--- src/rtl/core/assert_macros.svh ---
// Assertion macros shared by the ghost point relaxed Jacobi RTL.
`ifndef ASSERT_MACROS_SVH
`define ASSERT_MACROS_SVH
`ifndef SYNTHESIS
// Same-cycle implication, checked on clk and disabled in reset.
`define ASSERT_IMPL(label, ante, cons, msg) \
  label: assert property (@(posedge clk) disable iff (rst) (ante) |-> (cons)) else $error(msg);
// Next-cycle implication, checked on clk and disabled in reset.
`define ASSERT_NEXT(label, ante, cons, msg) \
  label: assert property (@(posedge clk) disable iff (rst) (ante) |=> (cons)) else $error(msg);
`else
`define ASSERT_IMPL(label, ante, cons, msg)
`define ASSERT_NEXT(label, ante, cons, msg)
`endif
`endif

--- src/rtl/core/gpj_pkg.sv ---
// Shared types, constants and saturation helper for the ghost point Jacobi block.
`timescale 1ns / 1ps
package gpj_pkg;

  localparam int COMPONENTS_DEF = 3;
  localparam int STENCIL_TAPS = 4;
  localparam int DIV_W = 48;
  localparam int DIVISOR_W = 47;

  // Input kinds.
  localparam logic [1:0] KIND_PUSH  = 2'd0;
  localparam logic [1:0] KIND_SOLVE = 2'd1;
  localparam logic [1:0] KIND_CLEAR = 2'd2;

  // Register indexes.
  localparam logic [1:0] REG_COARSE_GAIN = 2'd0;
  localparam logic [1:0] REG_FINE_GAIN   = 2'd1;
  localparam logic [1:0] REG_RELAX       = 2'd2;

  // Sequencer steps of the shared multiplier.
  localparam logic [2:0] STEP_P0 = 3'd0;
  localparam logic [2:0] STEP_P1 = 3'd1;
  localparam logic [2:0] STEP_P2 = 3'd2;
  localparam logic [2:0] STEP_P3 = 3'd3;
  localparam logic [2:0] STEP_B  = 3'd4;
  localparam logic [2:0] STEP_A  = 3'd5;
  localparam logic [2:0] STEP_RQ = 3'd6;
  localparam logic [2:0] STEP_RO = 3'd7;

  localparam logic signed [65:0] SAT_HI = 66'sd2147483647;
  localparam logic signed [65:0] SAT_LO = -66'sd2147483648;
  localparam logic [17:0] ONE_Q16 = 18'd65536;

  typedef enum logic [4:0] {
    ST_IDLE = 5'b00001,
    ST_MUL  = 5'b00010,
    ST_ACC  = 5'b00100,
    ST_DIV  = 5'b01000,
    ST_FIN  = 5'b10000
  } state_t;

  typedef struct packed {
    logic               ov;
    logic signed [31:0] v;
  } sat_t;

  // Clamp a wide signed value to 32 bits and report the clamp.
  function automatic sat_t sat32(input logic signed [65:0] x);
    sat_t r;
    if (x > SAT_HI) begin
      r.ov = 1'b1;
      r.v  = 32'sh7fffffff;
    end else if (x < SAT_LO) begin
      r.ov = 1'b1;
      r.v  = 32'sh80000000;
    end else begin
      r.ov = 1'b0;
      r.v  = x[31:0];
    end
    return r;
  endfunction

endpackage

--- src/rtl/core/gpj_div.sv ---
// Restoring unsigned divider, one quotient bit per cycle.
`timescale 1ns / 1ps
`include "assert_macros.svh"
module gpj_div
  import gpj_pkg::*;
(
  input  logic                 clk,
  input  logic                 rst,
  input  logic                 start,
  input  logic [DIV_W-1:0]     dividend,
  input  logic [DIVISOR_W-1:0] divisor,
  output logic                 busy,
  output logic                 done,
  output logic [DIV_W-1:0]     quotient
);

  localparam int CW = $clog2(DIV_W);

  logic [DIVISOR_W-1:0] rem;
  logic [DIVISOR_W-1:0] dsr;
  logic [DIV_W-1:0]     work;
  logic [CW-1:0]        cnt;
  logic [DIVISOR_W:0]   shifted;
  logic [DIVISOR_W+1:0] trial;
  logic                 ge;

  // One trial subtraction per cycle.
  always_comb begin
    shifted = {rem, work[DIV_W-1]};
    trial   = {1'b0, shifted} - {2'b00, dsr};
    ge      = ~trial[DIVISOR_W+1];
  end

  // Control: count the quotient bits.
  always_ff @(posedge clk) begin
    if (rst) begin
      busy <= 1'b0;
      done <= 1'b0;
      cnt  <= '0;
    end else begin
      done <= 1'b0;
      if (start) begin
        busy <= 1'b1;
        cnt  <= '0;
      end else if (busy) begin
        cnt <= cnt + 1'b1;
        if (cnt == CW'(DIV_W - 1)) begin
          busy <= 1'b0;
          done <= 1'b1;
        end
      end
    end
  end

  // Datapath: remainder and dividend shift register that fills with quotient bits.
  always_ff @(posedge clk) begin
    if (start) begin
      rem  <= '0;
      dsr  <= divisor;
      work <= dividend;
    end else if (busy) begin
      rem  <= ge ? trial[DIVISOR_W-1:0] : shifted[DIVISOR_W-1:0];
      work <= {work[DIV_W-2:0], ge};
    end
  end

  assign quotient = work;

  `ASSERT_NEXT(a_done_after_busy, busy && cnt == CW'(DIV_W - 1) && !start, done, "divider did not finish")
  `ASSERT_IMPL(a_done_not_busy, done, !busy || start, "divider busy while done")
  `ASSERT_IMPL(a_cnt_range, busy, cnt <= CW'(DIV_W - 1), "divider count out of range")

endmodule

--- config.mk ---
export PLATFORM = sky130hd
export DESIGN_NAME = gpj_div
export DESIGN_NICKNAME = d
export VERILOG_FILES = /design/src/rtl/core/gpj_pkg.sv /design/src/rtl/core/gpj_div.sv
export VERILOG_INCLUDE_DIRS = /design/src /design/src/rtl/core
export SDC_FILE = /design/constraint.sdc
export NUM_CORES = 1
export LEC_CHECK = 0
export BUFFER_PORTS_ARGS = -buffer_cell sky130_fd_sc_hd__buf_2
export CAP_MARGIN = 20
export CORE_MARGIN = 2
export CORE_UTILIZATION = 55
export CTS_CLUSTER_SIZE = 30
export DETAILED_ROUTE_END_ITERATION = 10
export GPL_ROUTABILITY_DRIVEN = 0
export GPL_TIMING_DRIVEN = 0
export PLACE_DENSITY_LB_ADDON = 0.25
export RECOVER_POWER = 100
export SETUP_SLACK_MARGIN = 0.3
export SLEW_MARGIN = 20
export SYNTH_ARGS = -nofsm -noshare
export SYNTH_HDL_FRONTEND = slang
export SYNTH_SLANG_ARGS = --single-unit
--- constraint.sdc ---
create_clock -name clk -period 3.3 [get_ports clk]
set_clock_uncertainty 0.05 [all_clocks]
set_input_delay 0.66 -clock clk [delete_from_list [all_inputs] [get_ports clk]]
set_output_delay 0.66 -clock clk [all_outputs]
set_load 0.01 [all_outputs]
==> qor.yml, run 1 <==
start_util: 0.556
io_buffers: 147
hp-class: "in -> reg"
yosys_warnings: 0
core_mm2: 0.0157
ys_top_cells_by_count: "112 x nand2_1, 95 x edfxtp_1, 87 x nor2_1"
finalHoldWorstSlack_ns: 0.339
status: "finished clean"
r2r_start: "quotient[47]"
worstMarginPinSlew_ns: 0.762
post-route-period-util: 0.970
leakagePower_nw: 4.41
setup_viol: 0
postSynthAreaPerCell_um2: 9.56
insertion_delay_ns: 0.44
ys_ff_latch: 150
syn_area_mm2: 0.00873
die-area_mm2: 0.0169
grt_antenna_before_repair: 0
clk_transition_reported_paths_ns: 0.07
layout.nets: 1263
grt_max_degree: 50
hpwlAfterDp_mm: 16.6
cts.sinks: 150
path_class: "reg -> reg"
track_usage: 0.300
ff_latch_area_mm2: 0.00395
h-tree-depth: 4
grt_pass1_wl_mm: 39.4
synth_edf_count: 95
drc: 0
critPathLaunchType: "register"
hold_depth: 1
dp_cells: 1276
die_x_um: 130
clock_path_buffers: 2
yosysTopAreaCell: "edfxtp_1"
post_drt_wl_per_cell_um: 19.2
ir_drop_uv: 426
relSlewSlack: 0.492
critPathCaptureType: "register"
grt_overflow: 0
dr.first_iter.drc_count: 789
r2r_cells: 15
top_level_ports: 148
instances_no_fill: 1345
rsz0062_at_grt: "true"
nFillCells: 1186
post-route-min-period_ns: 3.20
cts_tree: "yes"
syn_nets: 1060
r2r_end: "rem[46]"
crit_path_max_fanout: 8
n_antenna_cell: 0
crit_start: "quotient[47]"
numCtsBuffers: 17
synth.distinct_cells: 64
synthesis.instances: 913
wl_mm: 25.8
ys_dominant_reg_cell: "edfxtp_1"
max_freq_mhz: 312
powerDensity_mw_per_mm2: 527
postSynth.asyncResetShare: 0
drv_cap: 0
synth_most_common_cell: "nand2_1"
rows: 46
vias: 8109
cts_hold_buf: 0
critPathRequiredTime_ns: 3.61
ff2ff_setup_slack_ns: 0.1
cp_data_arrival_time_ns: 3.52
yosysTopAreaCellShare: 0.327
final_hold_viol_count: 0
crit_end: "rem[46]"
ys_seq_area_frac: 0.453
synth_area_leaders: "edfxtp_1 33%, dfxtp_1 13%, ha_1 6.9%, mux2_2 6.6%, nand2_1 4.8%"
fp.dieH_um: 130
root_buffer: "clkbuf_16"
drv_slew: 0
area_growth_pct: 27.9
drtPass1Iterations: 7
grt_pass1_vias: 7872
multi_input_area_mm2: 0.00476
layout-drive-gt1-share: 0.269
viasPerCell: 6.03
ant_nets: 0
area by class of cell:
class	instances	share of cell area
plain buffers	48	0.0296
clock buffers	19	0.0388
clock inverters	13	0.0133
inverters	64	0.0215
multi-input cells	651	0.427
flip-flops and latches	150	0.354
well taps	216	0.0242
repair buffers	184	0.0918
worst min path at each step:
stage,start,to
floorplan,cnt[5],cnt[5]
global placement,cnt[5],cnt[5]
detailed placement,rem[44],rem[44]
CTS,divisor[17],dsr[17]
global route,divisor[17],dsr[17]
finish,divisor[17],dsr[17]
worst max-delay path: stages, from the launching register on:
cell	delay, ns
edfxtp_1	0.36
inv_2	0.04
ha_2	0.18
fa_2	0.37
nor2b_4	0.14
o2111ai_2	0.15
a211o_1	0.35
nand3_2	0.09
a31oi_4	0.12
clkbuf_1	0.17
o31ai_4	0.27
buf_6	0.20
buf_6	0.13
nand3_2	0.07
mux2_4	0.31
a21oi_2	0.12
cell families (layout without fill, tap and decap cells):
logic type / after synthesis / after routing / synth area share
AND/OR/NAND/NOR: 288 / 288 / 0.147
AO/OA/AOI/OAI: 227 / 227 / 0.177
buffers and inverters: 112 / 328 / 0.0489
XOR/XNOR: 32 / 32 / 0.0321
adder cells (fa/ha/maj): 49 / 49 / 0.0711
flip-flops: 150 / 150 / 0.453
multiplexers: 55 / 55 / 0.0704
timing repair:
item,in CTS,in global routing
buffers inserted,20,10
setup endpoints to repair,112,96
cloned,5,2
resized for setup,89,53
pin swaps,26,30
cell usage in the layout, fill, tap and decap left out, types with 41 or more instances in the layout:
master / Yosys / layout
mux2_2: 51 / 49
ha_1: 48 / 41
dfxtp_1: 55 / 55
nand2_1: 112 / 104
inv_1: 63 / 62
a21oi_1: 76 / 62
nor2_1: 87 / 85
buf_2: 5 / 97
edfxtp_1: 95 / 95
clkbuf_1: 39 / 89
per-stage QoR:
stage / power [mW] / setup TNS, ns / utilization / setup slack, ns / cell area [um^2]
final: 5.88 / 0 / 0.711 / 0.0976 / 11200
after global routing: 6.09 / -0.000215 / 0.711 / -0.000215 / 11200
after CTS: 5.77 / 0 / 0.701 / 0.110 / 11000
after detailed placement: 3.59 / -28.22 / 0.621 / -0.414 / 9750
after global placement: 3.56 / -72.52 / 0.620 / -1.35 / 9750
after floorplan: 3.19 / 0 / - / 0.311 / 8740
routing by layer:
metal  wire, um  track usage  up-vias
li1           -            -     3742
met1      10400        0.369     3779
met5          0            0        -
met4        985        0.140        0
met2      12100        0.491      483
met3       2340       0.0853      105
power by group:
group,switching (mW),internal (mW),leakage [nW],total [mW]
Sequential,0.104,2.18,1.40,2.29
Clock,0.849,1.12,0.270,1.97
Combinational,0.948,0.674,2.74,1.62
Total,1.90,3.98,4.41,5.88
flip-flops by register name, indices dropped and copies added, names as in the netlist:
name,count
quotient,48
dsr,47
rem,47
cnt,6
busy,1
done,1
Power figures use the tool's default switching activity.
==> run 2, diff against run 1 <==
--- a/config.mk
+++ b/config.mk
@@ -6,8 +6,10 @@
 export SDC_FILE = /design/constraint.sdc
 export NUM_CORES = 1
 export LEC_CHECK = 0
+export ABC_AREA = 1
 export BUFFER_PORTS_ARGS = -buffer_cell sky130_fd_sc_hd__buf_2
 export CAP_MARGIN = 20
+export CORE_ASPECT_RATIO = 1.4
 export CORE_MARGIN = 2
 export CORE_UTILIZATION = 55
 export CTS_CLUSTER_SIZE = 30
==> qor.yml, run 2 <==
core_mm2: 0.0186
syn_area_mm2: 0.0104
cp_data_arrival_time_ns: 3.21
dr.first_iter.drc_count: 575
ir_drop_uv: 342
critPathCaptureType: "register"
ff2ff_setup_slack_ns: 0.38
hold_depth: 1
hpwlAfterDp_mm: 23.7
postSynthAreaPerCell_um2: 6.50
area_growth_pct: 15.2
die-area_mm2: 0.0201
post-route-min-period_ns: 2.92
grt_pass1_vias: 10018
setup_ws_ns: 0.382
layout.nets: 1918
viasPerCell: 5.13
vias: 10413
synthesis.instances: 1605
top_level_ports: 148
die_x_um: 120
crit_start: "quotient[47]"
clock_path_buffers: 2
yosys_warnings: 0
grt_max_degree: 58
path_common_cell: "nand2_1"
h-tree-depth: 4
post-cts-setup-buffer-count: 0
final_hold_viol_count: 0
placed_cell_area_mm2: 0.0115
final_cell_mix: "678 x nand2_1, 333 x inv_1, 103 x buf_2"
syn_nets: 1752
yosysTopAreaCell: "edfxtp_1"
layout_commonest_cell: "nand2_1"
drv_slew: 0
cp_cell_sequence: "inv_1 -> ha_1 -> fa_1 -> inv_1 -> nand2_1 -> nand2_1 -> nand3_1 -> nand2_2 -> nand2_1 -> nand2_1 -> nand2_4 -> nand3_4 -> buf_6 -> nand3_1 -> nand2_1 -> nand2_1"
post-route-period-util: 0.884
synth_area_leaders: "edfxtp_1 27%, nand2_1 24%, inv_1 12%, dfxtp_1 11%, ha_1 5.8%"
critPathMaxStageDelay_ns: 0.42
insertion_delay_ns: 0.45
clk_transition_reported_paths_ns: 0.07
cts.sinks: 150
post_drt_wl_per_cell_um: 15.0
powerDensity_mw_per_mm2: 395
power.total_mw: 4.75
root_buffer: "clkbuf_16"
finalInstanceArea_mm2: 0.0120
ys_seq_area_frac: 0.379
leakagePower_nw: 6.55
relSlewSlack: 0.473
ys_dominant_reg_cell: "edfxtp_1"
worstMarginPinSlew_ns: 0.791
start_util: 0.561
rows: 59
drtPass1Iterations: 6
cts_tree: "yes"
drv_cap: 0
grt_antenna_before_repair: 0
ant_nets: 0
grt_pass1_wl_mm: 48.7
setup_viol: 0
drc: 0
critPathLaunchType: "register"
layout-drive-gt1-share: 0.0947
r2r_end: "rem[41]"
postSynth.asyncResetShare: 0
path_class: "reg -> reg"
ys_ff_latch: 150
numCtsBuffers: 17
r2r_start: "quotient[47]"
n_antenna_cell: 0
critPathRequiredTime_ns: 3.59
dp_cells: 1996
cts_hold_buf: 0
nFillCells: 1773
grt_overflow: 0
synth_edf_count: 95
cp_slowest_cell: "fa_1"
pre_cts_slack_ns: -0.396
wl_mm: 30.3
ys_top_cells_by_count: "679 x nand2_1, 333 x inv_1, 98 x nand3_1"
status: "finished clean"
hp-class: "in -> reg"
max_freq_mhz: 343
rsz0062_at_grt: "false"
track_usage: 0.309
yosysTopAreaCellShare: 0.273
crit_end: "rem[41]"
largest_reg_flops: 48
crit_path_max_fanout: 10
io_buffers: 147
r2r_cells: 16
synth_most_common_cell: "nand2_1"
fp.dieH_um: 167
cts_resized: 1
synth.distinct_cells: 35
instances_no_fill: 2028
==> run 2: area by class of cell <==
cell class,count,area (um^2),area share
clock inverter,14,159,0.0132
buffer,37,190,0.0158
multi-input combinational,1075,5010,0.417
timing repair buffer,147,676,0.0562
tap,244,305,0.0254
clock buffer,18,439,0.0365
sequential,150,3950,0.329
inverter,343,1290,0.107
==> run 2: worst min path at each step <==
stage	start	to	slack, ns
after floorplan	rem[21]	rem[21]	0.40
after CTS	divisor[0]	dsr[0]	0.33
after detailed placement	rem[33]	rem[33]	0.41
after global placement	rem[40]	rem[40]	0.41
final	divisor[41]	dsr[41]	0.34
after global routing	divisor[43]	dsr[43]	0.33
==> run 2: routing by layer <==
metal	vias to the layer above	global-route usage	part of all wire
met5	-	0	0
met4	0	0.215	0.073
met3	126	0.0606	0.063
met2	392	0.539	0.50
met1	4645	0.329	0.37
li1	5250	-	-
==> run 2: metrics by stage <==
stage / setup TNS [ns] / util / hold WS, ns
2_1_floorplan: 0 / - / 0.399
5_1_grt: 0 / 0.646 / 0.335
4_1_cts: 0 / 0.649 / 0.333
3_3_place_gp: -40.27 / 0.617 / 0.408
6_report: 0 / 0.646 / 0.337
3_5_place_dp: -21.08 / 0.617 / 0.414
==> run 2: power breakdown <==
part | switching [mW] | internal (mW) | total, mW
sequential | 0.0521 | 2.13 | 2.18
combinational | 0.378 | 0.188 | 0.566
clock | 0.909 | 1.09 | 2.00
==> run 2: cells by family (layout without fill, tap and decap cells) <==
kind of cell    after synthesis  in the layout  share of synthesized area
compound gates               55             55                     0.0281
buf+inv                     380            559                      0.141
simple gates                952            952                      0.376
fa+ha+maj                    49             49                     0.0595
flops                       150            150                      0.379
xor+xnor                     19             19                     0.0159
==> run 2: worst max-delay path, delay by kind of cell (launching register included) <==
family        cells  cell delay [ns]
simple gates     11             1.39
fa+ha+maj         2             0.66
buf+inv           3             0.37
flops             1             0.34
==> run 3, diff against run 2 <==
--- a/config.mk
+++ b/config.mk
@@ -9,14 +9,13 @@
 export ABC_AREA = 1
 export BUFFER_PORTS_ARGS = -buffer_cell sky130_fd_sc_hd__buf_2
 export CAP_MARGIN = 20
-export CORE_ASPECT_RATIO = 1.4
+export CORE_ASPECT_RATIO = 0.6
 export CORE_MARGIN = 2
 export CORE_UTILIZATION = 55
 export CTS_CLUSTER_SIZE = 30
 export DETAILED_ROUTE_END_ITERATION = 10
 export GPL_ROUTABILITY_DRIVEN = 0
-export GPL_TIMING_DRIVEN = 0
-export PLACE_DENSITY_LB_ADDON = 0.25
+export PLACE_DENSITY = 0.88
 export RECOVER_POWER = 100
 export SETUP_SLACK_MARGIN = 0.3
 export SLEW_MARGIN = 20
==> qor.yml, run 3 (synthesized netlist as in run 2, its figures left out) <==
status: "finished clean"
h-tree-depth: 4
drc: 0
setup_viol: 0
grt_overflow: 0
clock_path_buffers: 2
viasPerCell: 5.37
path_class: "reg -> reg"
rows: 38
powerDensity_mw_per_mm2: 408
ant_nets: 0
vias: 10726
post-route-min-period_ns: 3.08
cp_slowest_cell: "nand3_2"
core_mm2: 0.0183
grt_pass1_wl_mm: 47.6
die_x_um: 182
ir_drop_uv: 345
leakagePower_nw: 6.52
area_growth_pct: 14.5
cts_tree: "yes"
r2r_cells: 14
grt_antenna_before_repair: 0
layout-drive-gt1-share: 0.0922
clk_transition_reported_paths_ns: 0.07
layout_commonest_cell: "nand2_1"
n_antenna_cell: 0
power.total_mw: 4.88
instances_no_fill: 1998
cp_cell_sequence: "inv_1 -> ha_1 -> nand2_1 -> inv_1 -> nand2_1 -> nand2_1 -> inv_1 -> nand2_1 -> nand2_1 -> nand2_1 -> nand2_2 -> nand3_2 -> nand2_1 -> nand2_1"
drv_slew: 0
max_freq_mhz: 325
nFillCells: 1584
grt_max_degree: 53
path_common_cell: "nand2_1"
numCtsBuffers: 17
tns_ns: 0
final_hold_viol_count: 0
top_level_ports: 148
critPathMaxStageDelay_ns: 0.70
critPathLaunchType: "register"
cts.sinks: 150
insertion_delay_ns: 0.44
cp_data_arrival_time_ns: 3.23
drv_cap: 0
critPathRequiredTime_ns: 3.45
grt_pass1_vias: 9462
cts_hold_buf: 0
fp.dieH_um: 111
track_usage: 0.298
dr.first_iter.drc_count: 1685
die-area_mm2: 0.0201
dp_cells: 1965
cts_resized: 0
root_buffer: "clkbuf_16"
rsz0062_at_grt: "true"
hpwlAfterDp_mm: 22.5
wl_mm: 30.5
start_util: 0.570
post-cts-setup-buffer-count: 0
post-route-period-util: 0.932
hold_depth: 1
relSlewSlack: 0.0469
final_cell_mix: "679 x nand2_1, 333 x inv_1, 98 x nand3_1"
layout.nets: 1892
hp-class: "in -> reg"
critPathCaptureType: "register"
drtPass1Iterations: 7
post_drt_wl_per_cell_um: 15.3
worstMarginPinSlew_ns: 1.43
io_buffers: 147
crit_path_max_fanout: 26
largest_reg_flops: 48
## run 3: cell types whose count changed in the layout (fill, tap and decap cells not counted), moves of 3 or more
cell | previous run | this run
inv_8 | 2 | 5
buf_1 | 4 | 0
buf_6 | 5 | 1
clkbuf_1 | 69 | 55
buf_2 | 103 | 93
## run 3: worst max-delay path: cells and delay by family, from the launching register on
family	cells	cell delay [ns]
adder cells (fa/ha/maj)	1	0.28
buffers and inverters	3	0.22
flip-flops	1	0.37
AND/OR/NAND/NOR	10	1.90
## run 3: final cells by class
| cell class | instances | area (um^2) | area share |
|---|---|---|---|
| sequential | 150 | 3950 | 0.331 |
| timing repair buffer | 157 | 754 | 0.0631 |
| multi-input combinational | 1076 | 5030 | 0.421 |
| clock inverter | 15 | 203 | 0.0170 |
| inverter | 343 | 1290 | 0.108 |
| tap | 240 | 300 | 0.0251 |
| clock buffer | 17 | 425 | 0.0356 |
## run 3: final timing paths
kind	slack, ns	end	startpoint
hold / removal	0.34	dsr[3]	divisor[3]
hold reg to reg	0.42	rem[36]	rem[36]
setup / recovery	0.22	quotient[0]	dsr[23]
setup reg to reg	0.22	quotient[0]	dsr[23]
## run 3: power breakdown
| group | internal, mW | total [mW] | switching (mW) |
|---|---|---|---|
| Clock | 1.23 | 2.12 | 0.894 |
| Combinational | 0.189 | 0.577 | 0.388 |
| Sequential | 2.13 | 2.18 | 0.0520 |
## run 3: per-stage QoR
stage	instance area [um^2]	worst slack, ns	hold WS (ns)	util
2_1_floorplan	10400	0.908	0.399	-
3_5_place_dp	11400	0.329	0.413	0.622
5_1_grt	12000	0.119	0.327	0.653
3_3_place_gp	11400	0.440	0.410	0.622
6_report	12000	0.223	0.339	0.653
4_1_cts	12000	0.308	0.332	0.656
## run 3: per-layer routing
| layer | global-route usage | vias to the layer above | part of all wire |
|---|---|---|---|
| li1 | - | 5181 | - |
| met1 | 0.447 | 4780 | 0.43 |
| met2 | 0.405 | 681 | 0.39 |
| met3 | 0.108 | 82 | 0.16 |
| met4 | 0.0656 | 2 | 0.017 |
| met5 | 0 | - | 0.00043 |
